[config.mk]
export PLATFORM = sky130hd
export DESIGN_NAME = fft_polynomial_multiply_core
export DESIGN_NICKNAME = d
export VERILOG_FILES = /design/src/fpm_pkg.sv /design/src/fpm_datapath.sv /design/src/fpm_control.sv /design/src/fft_polynomial_multiply_core.sv
export SDC_FILE = /design/constraint.sdc
export NUM_CORES = 2
export LEC_CHECK = 0
export BUFFER_PORTS_ARGS = -buffer_cell sky130_fd_sc_hd__buf_2
export CAP_MARGIN = 20
export CORE_UTILIZATION = 41
export DETAILED_ROUTE_END_ITERATION = 6
export PLACE_DENSITY = 0.65
export SLEW_MARGIN = 25
export SYNTH_ARGS = -nofsm -noshare
export SYNTH_HDL_FRONTEND = slang
export SYNTH_SLANG_ARGS = --single-unit
[constraint.sdc]
create_clock -name clock -period 13.1 [get_ports clock]
set_input_delay 2.62 -clock clock [delete_from_list [all_inputs] [get_ports clock]]
set_output_delay 2.62 -clock clock [all_outputs]
set_load 0.02 [all_outputs]
[src/fpm_pkg.sv]
// Package: constants and command/status types for the polynomial multiplier.
package fpm_pkg;
   localparam int MaxTerms = 32;
   localparam int IdxW = $clog2(MaxTerms);
   localparam int CntW = IdxW + 1;
   localparam int KW = IdxW + 1;
   localparam int CoefW = 37;

   typedef enum logic [2:0] {
      ST_LOAD, ST_CLEAR, ST_MAC, ST_STORE, ST_SCAN, ST_EMIT
   } state_type;

   typedef struct packed {
      logic          clear_acc;
      logic          mac_en;
      logic [IdxW-1:0] ia;
      logic [IdxW-1:0] ib;
      logic          store;
      logic [KW-1:0] k;
      logic          load;
      logic          rd_en;
   } cmd_type;

   typedef struct packed {
      logic          nonzero;
      logic [KW-1:0] top;
      logic          any;
   } stat_type;
endpackage

[src/fpm_datapath.sv]
// Datapath: operand stores, multiply-accumulate and result memory.
module fpm_datapath (
   input  logic                          clock,
   input  logic                          reset,
   input  fpm_pkg::cmd_type              cmd,
   input  logic signed [15:0]            a_in,
   input  logic signed [15:0]            b_in,
   input  logic [fpm_pkg::IdxW-1:0]      wr_idx,
   input  logic [fpm_pkg::KW-1:0]        rd_k,
   output logic signed [fpm_pkg::CoefW-1:0] rd_coef,
   output fpm_pkg::stat_type             stat
);
   logic signed [15:0] a_mem [fpm_pkg::MaxTerms];
   logic signed [15:0] b_mem [fpm_pkg::MaxTerms];
   logic signed [fpm_pkg::CoefW-1:0] r_mem [2*fpm_pkg::MaxTerms];
   logic signed [15:0] a_rd_ff, b_rd_ff;
   logic signed [31:0] prod_ff;
   logic prod_v_ff;
   logic signed [fpm_pkg::CoefW-1:0] acc_ff, acc_in;
   logic [fpm_pkg::KW-1:0] top_ff;
   logic any_ff;

   always_ff @(posedge clock) begin
      if (cmd.load) begin
         a_mem[wr_idx] <= a_in;
         b_mem[wr_idx] <= b_in;
      end
      a_rd_ff <= a_mem[cmd.ia];
      b_rd_ff <= b_mem[cmd.ib];
      prod_ff <= a_rd_ff * b_rd_ff;
      if (cmd.store) r_mem[cmd.k] <= acc_ff;
      if (cmd.rd_en) rd_coef <= r_mem[rd_k];
   end

   logic mac_d1_ff;
   always_comb begin
      acc_in = acc_ff;
      if (cmd.clear_acc) acc_in = '0;
      else if (prod_v_ff) acc_in = acc_ff + fpm_pkg::CoefW'(prod_ff);
   end

   always_ff @(posedge clock) begin
      if (reset) begin
         mac_d1_ff <= 1'b0;
         prod_v_ff <= 1'b0;
         acc_ff <= '0;
         top_ff <= '0;
         any_ff <= 1'b0;
      end else begin
         mac_d1_ff <= cmd.mac_en;
         prod_v_ff <= mac_d1_ff;
         acc_ff <= acc_in;
         if (cmd.clear_acc && cmd.k == '0) begin
            any_ff <= 1'b0;
            top_ff <= '0;
         end
         if (cmd.store && acc_ff != '0) begin
            any_ff <= 1'b1;
            top_ff <= cmd.k;
         end
      end
   end

   assign stat.nonzero = acc_ff != '0;
   assign stat.top = top_ff;
   assign stat.any = any_ff;
endmodule

[src/fpm_control.sv]
// Controller: load counting and convolution / emit sequencing.
module fpm_control (
   input  logic                       clock,
   input  logic                       reset,
   input  logic                       req_tvalid,
   output logic                       req_tready,
   input  logic                       req_tlast,
   output logic                       rsp_tvalid,
   input  logic                       rsp_tready,
   output logic                       rsp_tuser_last,
   output fpm_pkg::cmd_type           cmd,
   output logic [fpm_pkg::IdxW-1:0]   wr_idx,
   output logic [fpm_pkg::KW-1:0]     rd_k,
   input  fpm_pkg::stat_type          stat
);
   fpm_pkg::state_type st_ff, st_in;
   logic [fpm_pkg::CntW-1:0] n_ff, n_in;
   logic [fpm_pkg::KW-1:0] k_ff, k_in, top_ff, top_in;
   logic [fpm_pkg::IdxW-1:0] i_ff, i_in, hi_ff, hi_in;
   logic [2:0] w_ff, w_in;
   logic rv_ff, rv_in, rl_ff, rl_in, pend_ff, pend_in;
   logic [fpm_pkg::KW:0] lo_w;
   logic [fpm_pkg::KW:0] len;
   logic fire;

   always_ff @(posedge clock) begin
      if (reset) begin
         st_ff <= fpm_pkg::ST_LOAD;
         n_ff <= '0; k_ff <= '0; i_ff <= '0; hi_ff <= '0; w_ff <= '0;
         top_ff <= '0; rv_ff <= 1'b0; rl_ff <= 1'b0; pend_ff <= 1'b0;
      end else begin
         st_ff <= st_in; n_ff <= n_in; k_ff <= k_in; i_ff <= i_in;
         hi_ff <= hi_in; w_ff <= w_in; top_ff <= top_in;
         rv_ff <= rv_in; rl_ff <= rl_in; pend_ff <= pend_in;
      end
   end

   assign len = {n_ff, 1'b0} - 1'b1;
   assign fire = req_tvalid && req_tready;

   always_comb begin
      st_in = st_ff; n_in = n_ff; k_in = k_ff; i_in = i_ff; hi_in = hi_ff;
      w_in = w_ff; top_in = top_ff; rv_in = rv_ff; rl_in = rl_ff; pend_in = pend_ff;
      cmd = '0;
      cmd.k = k_ff;
      cmd.ia = i_ff;
      cmd.ib = fpm_pkg::IdxW'(k_ff - fpm_pkg::KW'(i_ff));
      wr_idx = n_ff[fpm_pkg::IdxW-1:0];
      rd_k = k_ff;
      req_tready = 1'b0;
      lo_w = '0;
      if (rv_ff && rsp_tready) rv_in = 1'b0;
      unique case (st_ff)
         fpm_pkg::ST_LOAD: begin
            req_tready = 1'b1;
            if (fire) begin
               if (n_ff < fpm_pkg::CntW'(fpm_pkg::MaxTerms)) begin
                  cmd.load = 1'b1;
                  n_in = n_ff + 1'b1;
               end
               if (req_tlast) begin
                  st_in = fpm_pkg::ST_CLEAR;
                  k_in = '0;
               end
            end
         end
         fpm_pkg::ST_CLEAR: begin
            cmd.clear_acc = 1'b1;
            lo_w = ({1'b0, k_ff} >= {1'b0, n_ff}) ?
                   ({1'b0, k_ff} - {1'b0, n_ff} + 1'b1) : '0;
            i_in = lo_w[fpm_pkg::IdxW-1:0];
            hi_in = ({1'b0, k_ff} < {1'b0, n_ff}) ? k_ff[fpm_pkg::IdxW-1:0]
                   : fpm_pkg::IdxW'(n_ff - 1'b1);
            st_in = fpm_pkg::ST_MAC;
         end
         fpm_pkg::ST_MAC: begin
            cmd.mac_en = 1'b1;
            if (i_ff == hi_ff) begin
               st_in = fpm_pkg::ST_STORE;
               w_in = 3'd3;
            end else i_in = i_ff + 1'b1;
         end
         fpm_pkg::ST_STORE: begin
            if (w_ff != '0) w_in = w_ff - 1'b1;
            else begin
               cmd.store = 1'b1;
               if ({1'b0, k_ff} == len - 1'b1) begin
                  st_in = fpm_pkg::ST_SCAN;
               end else begin
                  k_in = k_ff + 1'b1;
                  st_in = fpm_pkg::ST_CLEAR;
               end
            end
         end
         fpm_pkg::ST_SCAN: begin
            top_in = stat.top;
            k_in = '0;
            pend_in = 1'b0;
            st_in = fpm_pkg::ST_EMIT;
         end
         fpm_pkg::ST_EMIT: begin
            if (!pend_ff && (!rv_ff || rsp_tready)) begin
               cmd.rd_en = 1'b1;
               pend_in = 1'b1;
            end else if (pend_ff) begin
               pend_in = 1'b0;
               rv_in = 1'b1;
               rl_in = (k_ff == top_ff);
               if (k_ff == top_ff) begin
                  st_in = fpm_pkg::ST_LOAD;
                  n_in = '0;
               end else k_in = k_ff + 1'b1;
            end
         end
         default: st_in = fpm_pkg::ST_LOAD;
      endcase
      rsp_tvalid = rv_ff;
      rsp_tuser_last = rl_ff;
   end
endmodule

[src/fft_polynomial_multiply_core.sv]
// Top level: integer polynomial multiplier with streaming ports.
//  channel | dir | data                       | last
//  req_    | in  | a_coef[15:0] b_coef[31:16] | tlast = last
//  rsp_    | out | coef[36:0] (zero-filled)   | tlast = last_res
// Load: one coefficient pair per cycle. Compute: per output k, the products in
// that sum go through one 16x16 multiply-accumulate; after the last k, a scan
// step; emit: each word is read from the result memory and then presented.
// Synchronous active-high reset; stalls on rsp_tready hold the result word.
module fft_polynomial_multiply_core (
   input  logic        clock,
   input  logic        reset,
   input  logic        req_tvalid,
   output logic        req_tready,
   input  logic [31:0] req_tdata,   // a_coef, b_coef
   input  logic        req_tlast,
   output logic        rsp_tvalid,
   input  logic        rsp_tready,
   output logic [39:0] rsp_tdata,   // coef
   output logic        rsp_tlast    // last_res
);
   fpm_pkg::cmd_type cmd;
   fpm_pkg::stat_type stat;
   logic [fpm_pkg::IdxW-1:0] wr_idx;
   logic [fpm_pkg::KW-1:0] rd_k;
   logic signed [fpm_pkg::CoefW-1:0] coef;

   fpm_control u_ctl (
      .clock, .reset, .req_tvalid, .req_tready, .req_tlast,
      .rsp_tvalid, .rsp_tready, .rsp_tuser_last(rsp_tlast),
      .cmd, .wr_idx, .rd_k, .stat
   );
   fpm_datapath u_dp (
      .clock, .reset, .cmd,
      .a_in(req_tdata[15:0]), .b_in(req_tdata[31:16]),
      .wr_idx, .rd_k, .rd_coef(coef), .stat
   );
   assign rsp_tdata = {3'b000, coef};
endmodule

* After elaboration in Yosys (flattened, before gate mapping)
Memories as Yosys holds them, arrays and structs flattened. A register that Yosys moved wholly into a read port is not among the register bits.
Index checks and enable logic that the tools add are counted.
** Storage, ports and cells
- Register bits after elaboration :: 114
- Bits in writable memories :: 3392
- Input bits :: 37
- Memories kept :: 3
** Memories
- u_dp.r_mem :: depth 64, width 37, read ports 1, clocked after Yosys merged registers in 1, wr ports 1, line fpm_datapath.sv:15 : logic signed [fpm_pkg::CoefW-1:0] r_mem [2*fpm_pkg::MaxTerms];
- u_dp.a_mem :: depth 32, width 16, read ports 1, clocked after Yosys merged registers in 1, wr ports 1, line fpm_datapath.sv:13 : logic signed [15:0] a_mem [fpm_pkg::MaxTerms];
- u_dp.b_mem :: depth 32, width 16, read ports 1, clocked after Yosys merged registers in 1, wr ports 1, line fpm_datapath.sv:14 : logic signed [15:0] b_mem [fpm_pkg::MaxTerms];
** Cells by class
- Add/sub/neg operators :: 11
- Multiply operators :: 1
- $lt $le $gt $ge :: 3
- Eq/ne operators :: 20
- Mux-type cells :: 50
- Bitwise gates (word level) :: 1
- Reduce and logical (&&, ||, !) cells :: 25
** Operators by type and width (count)
- 6-bit 2-to-1 mux :: 14
- 37-bit by 32-bit adder with 37-bit output :: 1
- 37-bit nonzero test :: 1
- 16-bit by 16-bit multiplier with 32-bit output :: 1
- 3-bit 2-to-1 mux :: 9
- 6-bit case mux with 4 select lines :: 1
- 1-bit 2-to-1 mux :: 18
- 3-bit case mux with 6 select lines :: 1
- 5-bit 2-to-1 mux :: 3
- 7-bit by 1-bit subtractor with 7-bit output, second input constant :: 2
- 6-bit by 1-bit adder with 6-bit output, second input constant :: 2
- 2-bit by 1-bit inequality test with 1-bit output, second input constant :: 6
- 2-bit inequality test, second input constant :: 6
- 6-bit case mux with 2 select lines :: 1
- 5-bit by 1-bit adder with 5-bit output, second input constant :: 2
- 5-bit case mux with 2 select lines :: 1
- 2-bit nonzero test :: 5
- 5-bit subtractor :: 2
- 8-bit AND reduction :: 1
- 6-bit by 7-bit equality test with 1-bit output :: 1
- 7-bit AND reduction :: 1
- 3-bit by 2-bit equality test with 1-bit output, second input constant :: 2
- 3-bit equality test, second input constant :: 2
- 6-bit equality test :: 1
- 21 further kinds :: 27

* Longest topological paths before layout
- Word-level depth :: 7
- Gate-level depth with buffers :: 25

* By module
A second synthesis with hierarchy kept.
** Unflattened totals
- Cell total of the unflattened synthesis :: 6893
- Area total of the unflattened synthesis :: 147212.4 sq um
** Modules (own cells, without submodules)
- fpm_datapath :: times used 1, cells each 6537, area each 144222.1 sq um, sequential area each 105170.9 sq um
- fpm_control :: times used 1, cells each 352, area each 2964.1 sq um, sequential area each 740.7 sq um
- fft_polynomial_multiply_core :: times used 1, cells each 4, area each 26.3 sq um, sequential area each 0.0 sq um

* Worst setup path before layout
OpenSTA, ideal clock, no wires.
- Kind :: input to register
- Start point :: input rsp_tready
- End point :: register u_ctl.pend_ff
- Arrival :: 5.925 ns
- Required time :: 13.031 ns
- Setup slack :: 7.105 ns
- Stages :: 3
- Buffers on the path :: 0
- Path through :: nand2b_1 -> nor3b_1 -> o21ba_2
** On the way
- Longest elaborated chain between the ends :: 4
** RTL lines
- start, declared :: line fft_polynomial_multiply_core.sv:17 : input logic rsp_tready,
- 1-bit logical OR :: line fpm_control.sv:102 : if (!pend_ff && (!rv_ff || rsp_tready)) begin
- 1-bit logical AND :: line fpm_control.sv:102
- 1-bit 2-to-1 mux :: line fpm_control.sv:102
- 1-bit case mux with 2 select lines :: line fpm_control.sv:53 : unique case (st_ff)
- end signal, assigned :: line fpm_control.sv:34 : rv_ff <= rv_in; rl_ff <= rl_in; pend_ff <= pend_in;
- end, declared :: line fpm_control.sv:21 : logic rv_ff, rv_in, rl_ff, rl_in, pend_ff, pend_in;
Every way passes these cells.
A chain may end at the register's enable or synchronous reset.

* Worst setup path in the final report
- Start point :: register u_dp.b_rd_ff[2] (read register of u_dp.b_mem)
- End point :: register u_dp.prod_ff[30]
** On the way
- Longest elaborated chain between the ends :: 1
** RTL lines
- start, declared :: line fpm_datapath.sv:16 : logic signed [15:0] a_rd_ff, b_rd_ff;
- 16-bit by 16-bit multiplier with 32-bit output :: line fpm_datapath.sv:30 : prod_ff <= a_rd_ff * b_rd_ff;
- end signal, assigned :: line fpm_datapath.sv:30
- end, declared :: line fpm_datapath.sv:17 : logic signed [31:0] prod_ff;
Every way passes these cells.

==> impl_results.html <==
<table>
<tr><th>Metric</th><th>Value</th></tr>
<tr><th colspan="2">Synth</th></tr>
<tr><td>Count of unique library cells instantiated by Yosys</td><td>83</td></tr>
<tr><td>Flip-flop and latch count after synthesis</td><td>3575</td></tr>
<tr><td>Synthesized area</td><td>141900 sq um</td></tr>
<tr><td>Post-synthesis async set-or-reset flop share</td><td>0%</td></tr>
<tr><td>YS warnings</td><td>0</td></tr>
<tr><td>Post-synthesis cell count</td><td>7779</td></tr>
<tr><td>Ys flop type</td><td>edfxtp_1</td></tr>
<tr><td>Count of flip-flops with a built-in enable after synthesis</td><td>3429</td></tr>
<tr><td>Sequential fraction of the synthesis area</td><td>74.63%</td></tr>
<tr><td>Post-Synthesis Mean Instance Area</td><td>18.24 sq um</td></tr>
<tr><th colspan="2">Die</th></tr>
<tr><td>Chip Width</td><td>590.3 um</td></tr>
<tr><td>Row count</td><td>215</td></tr>
<tr><td>IO Pins</td><td>80</td></tr>
<tr><td>Overall die height</td><td>590.3 um</td></tr>
<tr><td>Initial core utilization</td><td>41.27%</td></tr>
<tr><td>Area of the core region</td><td>343800 sq um</td></tr>
<tr><td>DIE AREA</td><td>348400 sq um</td></tr>
<tr><th colspan="2">Setup path</th></tr>
<tr><td>Cell seen most often among critical-path stages</td><td>fa_1</td></tr>
<tr><td>Type of destination of the critical path</td><td>flop</td></tr>
<tr><td>Worst path bufs/invs</td><td>3</td></tr>
<tr><td>Delay of the slowest critical-path stage</td><td>0.80 ns</td></tr>
<tr><td>Critical Setup Path Class</td><td>flop to flop</td></tr>
<tr><td>Critical path data required time</td><td>13.87 ns</td></tr>
<tr><td>Slowest-stage cell, CP</td><td>dfxtp_1</td></tr>
<tr><td>Crit path cell chain</td><td>nand2_1, fa_1, inv_1, fa_1, inv_1, fa_1, fa_1, fa_1, fa_1, inv_1, ha_1, a21o_1, a21o_1, a21oi_1, nor2b_1, a221oi_1, o21ai_0, xor2_1</td></tr>
<tr><td>Peak fanout along the critical path</td><td>16</td></tr>
<tr><td>Worst path top cell family by delay</td><td>adder cells</td></tr>
<tr><td>Critical Path Start Type</td><td>flop</td></tr>
<tr><td>Setup slack on the worst flop-to-flop path</td><td>6.59 ns</td></tr>
<tr><td>Arrival time at the worst endpoint</td><td>7.29 ns</td></tr>
<tr><th colspan="2">Cells and area</th></tr>
<tr><td>Seq. cell area</td><td>106000 sq um</td></tr>
<tr><td>Area growth from synthesis to layout</td><td>12.82%</td></tr>
<tr><td>Net count of the finished layout</td><td>8437</td></tr>
<tr><td>Fraction of layout cells with a size suffix above 1</td><td>15.87%</td></tr>
<tr><td>Area of combinational cells with multiple inputs</td><td>33880 sq um</td></tr>
<tr><td>Fill count</td><td>28450</td></tr>
<tr><th colspan="2">Timing</th></tr>
<tr><td>Final critical path time including I/O delays and setup</td><td>6.514 ns</td></tr>
<tr><td>Top achievable clock speed</td><td>153.5 MHz</td></tr>
<tr><td>Worst slew slack as a fraction of its limit</td><td>24.72%</td></tr>
<tr><td>Total of endpoints with negative setup slack in the final report</td><td>0</td></tr>
<tr><td>Sum Neg Setup Slack</td><td>0 ns</td></tr>
<tr><td>Final-report hold violation count</td><td>0</td></tr>
<tr><td>Total count of max-transition violations in the final report</td><td>0</td></tr>
<tr><td>Transition time at the pin with the least slew margin</td><td>1.129 ns</td></tr>
<tr><td>RSZ-0062 raised after global routing</td><td>false</td></tr>
<tr><td>Setup skew after layout</td><td>0.1003 ns</td></tr>
<tr><td>Share of the clock period used by the worst path</td><td>49.73%</td></tr>
<tr><th colspan="2">GRT</th></tr>
<tr><td>Total global routing track utilization</td><td>22.57%</td></tr>
<tr><td>First-pass GRT wire length</td><td>568100 um</td></tr>
<tr><td>Pin count of the biggest net entering global routing</td><td>141</td></tr>
<tr><td>Via count of the first global-routing pass</td><td>78390</td></tr>
<tr><td>Gr ovfl total</td><td>0</td></tr>
<tr><td>Initial antenna violation count</td><td>21</td></tr>
<tr><th colspan="2">Drt</th></tr>
<tr><td>Post-route DRC</td><td>0</td></tr>
<tr><td>Routed WL per cell</td><td>31.32 um</td></tr>
<tr><td>Antenna viol nets, final</td><td>0</td></tr>
<tr><td>Routed vias/inst</td><td>6.146</td></tr>
<tr><td>Pre-Repair DR Iteration Count</td><td>6</td></tr>
<tr><td>Number of DRC violations after detailed-routing iteration 0</td><td>11640</td></tr>
<tr><td>Drt total wl</td><td>402300 um</td></tr>
<tr><td>Total via count after detailed routing</td><td>78940</td></tr>
<tr><th colspan="2">CTS</th></tr>
<tr><td>Cell at the root of the clock tree</td><td>clkbuf_16</td></tr>
<tr><td>Post-CTS setup buffer count</td><td>0</td></tr>
<tr><td>Maximum clock insertion buffer count</td><td>4</td></tr>
<tr><td>Total clock sinks</td><td>3575</td></tr>
<tr><td>Clock transition time at the flip-flop clock pins of the worst setup and hold paths</td><td>0.06 ns</td></tr>
<tr><td>Resized Gates After CTS</td><td>0</td></tr>
<tr><td>H-tree levels</td><td>5</td></tr>
<tr><td>Hold-fix buffers, CTS</td><td>0</td></tr>
<tr><td>Clock latency reported for the late side of the worst-skew pair</td><td>0.97 ns</td></tr>
<tr><td>TritonCTS buffer count</td><td>356</td></tr>
<tr><td>TritonCTS clock tree</td><td>yes</td></tr>
<tr><th colspan="2">Place</th></tr>
<tr><td>Final Wtd Congestion</td><td>0.8215</td></tr>
<tr><td>Placed wire-length estimate</td><td>215000 um</td></tr>
<tr><td>Input/output buffers</td><td>76</td></tr>
<tr><th colspan="2">Flow run</th></tr>
<tr><td>Max-Cap Viols</td><td>0</td></tr>
<tr><th colspan="2">Status</th></tr>
<tr><td>Status</td><td>complete, no violations</td></tr>
<tr><th colspan="2">Worst hold path</th></tr>
<tr><td>Type of the most critical hold path</td><td>flop to flop</td></tr>
</table>
[flip-flops by register name, indices dropped and copies added, names as in the netlist, 16 cells and up]
register,cells
u_dp.r_mem,2368
u_dp.a_rd_ff,16
u_dp.a_mem,512
u_dp.acc_ff,37
u_dp.b_rd_ff,16
u_dp.b_mem,512
u_dp.prod_ff,32
u_dp.rd_coef,37
[cells by family (layout without fill, tap and decap cells)]
logic type | after synthesis | in the layout | share of synthesized area (%)
other | 1 | 12 | 0.002643
and+or+nand+nor | 825 | 825 | 2.826
AOI/OAI and AO/OA | 1729 | 1729 | 9.240
muxes | 382 | 382 | 5.545
adders and majority gates | 409 | 409 | 5.014
DFF | 3575 | 3575 | 74.63
buffers and inverters | 764 | 1261 | 2.157
xor gates and xnor gates | 94 | 94 | 0.5803
[cells in the final DEF, fill, tap and decap left out, drive strengths merged, types with 18 or more instances in the layout]
cell type,count
edfxtp,3429
a22oi,986
clkbuf,464
inv,337
mux4,320
buf,288
fa,266
nor2,229
nand2,219
a41oi,180
dfxtp,146
ha,143
clkinv,143
and2,115
a31oi,115
a221oi,103
a22o,100
a21oi,91
nor4,77
xnor2,69
nand3,60
o21ai,47
a21o,35
mux2,32
nor3,32
mux2i,30
nand4,30
xor2,25
bufinv,21
nand2b,18
[cells in the mapped netlist (all sizes together), types with 103 or more instances]
library cell,n,area [sq um]
fa,266,5325
nand2,219,822.0
mux4,320,7207
dfxtp,146,2923
a22oi,986,7402
edfxtp,3429,103000
inv,322,1209
a221oi,103,919.6
ha,143,1789
a41oi,180,1584
nor2,229,862.1
a31oi,115,719.4
buf,208,973.4
and2,115,719.4
clkbuf,228,855.8
[metal layers]
layer  track usage [%]  share of wire, %
met1             31.32                39
met2             35.45                46
met4             7.586               3.6
met5                 0             0.025
met3             4.857                12
[worst paths after layout]
kind | startpoint | endpoint | depth (start not counted)
max | u_dp.b_rd_ff[2] | u_dp.prod_ff[30] | 18
min | u_dp.mac_d1_ff | u_dp.prod_v_ff | 1
max reg2reg | u_dp.b_rd_ff[2] | u_dp.prod_ff[30] | 18
min reg2reg | u_dp.mac_d1_ff | u_dp.prod_v_ff | 1
[layout make-up]
cell class / instances / share of cell area, %
diodes: 9 / 0.01407
inverters: 328 / 0.7692
clock inverters: 181 / 1.003
clock buffers: 464 / 5.941
well taps: 4557 / 3.562
flip-flops and latches: 3575 / 66.19
multi-input cells: 3442 / 21.16
repair buffers: 288 / 1.355
[stage by stage]
step	setup slack (ns)	hold slack [ns]	cell area (sq um)	utilization, %	cells
final	6.586	0.4547	160100	46.56	12840
after global placement	6.572	0.4609	148800	43.29	12190
after detailed placement	6.630	0.4613	148900	43.31	12190
after floorplan	7.105	0.4138	141900	-	7781
after CTS	6.557	0.4608	160000	46.54	12830
after global routing	6.187	0.4882	160100	46.55	12840
Power is left out: the tool's default activity adds up to more than one toggle a clock period on the data nets, which glitch-free logic cannot reach.
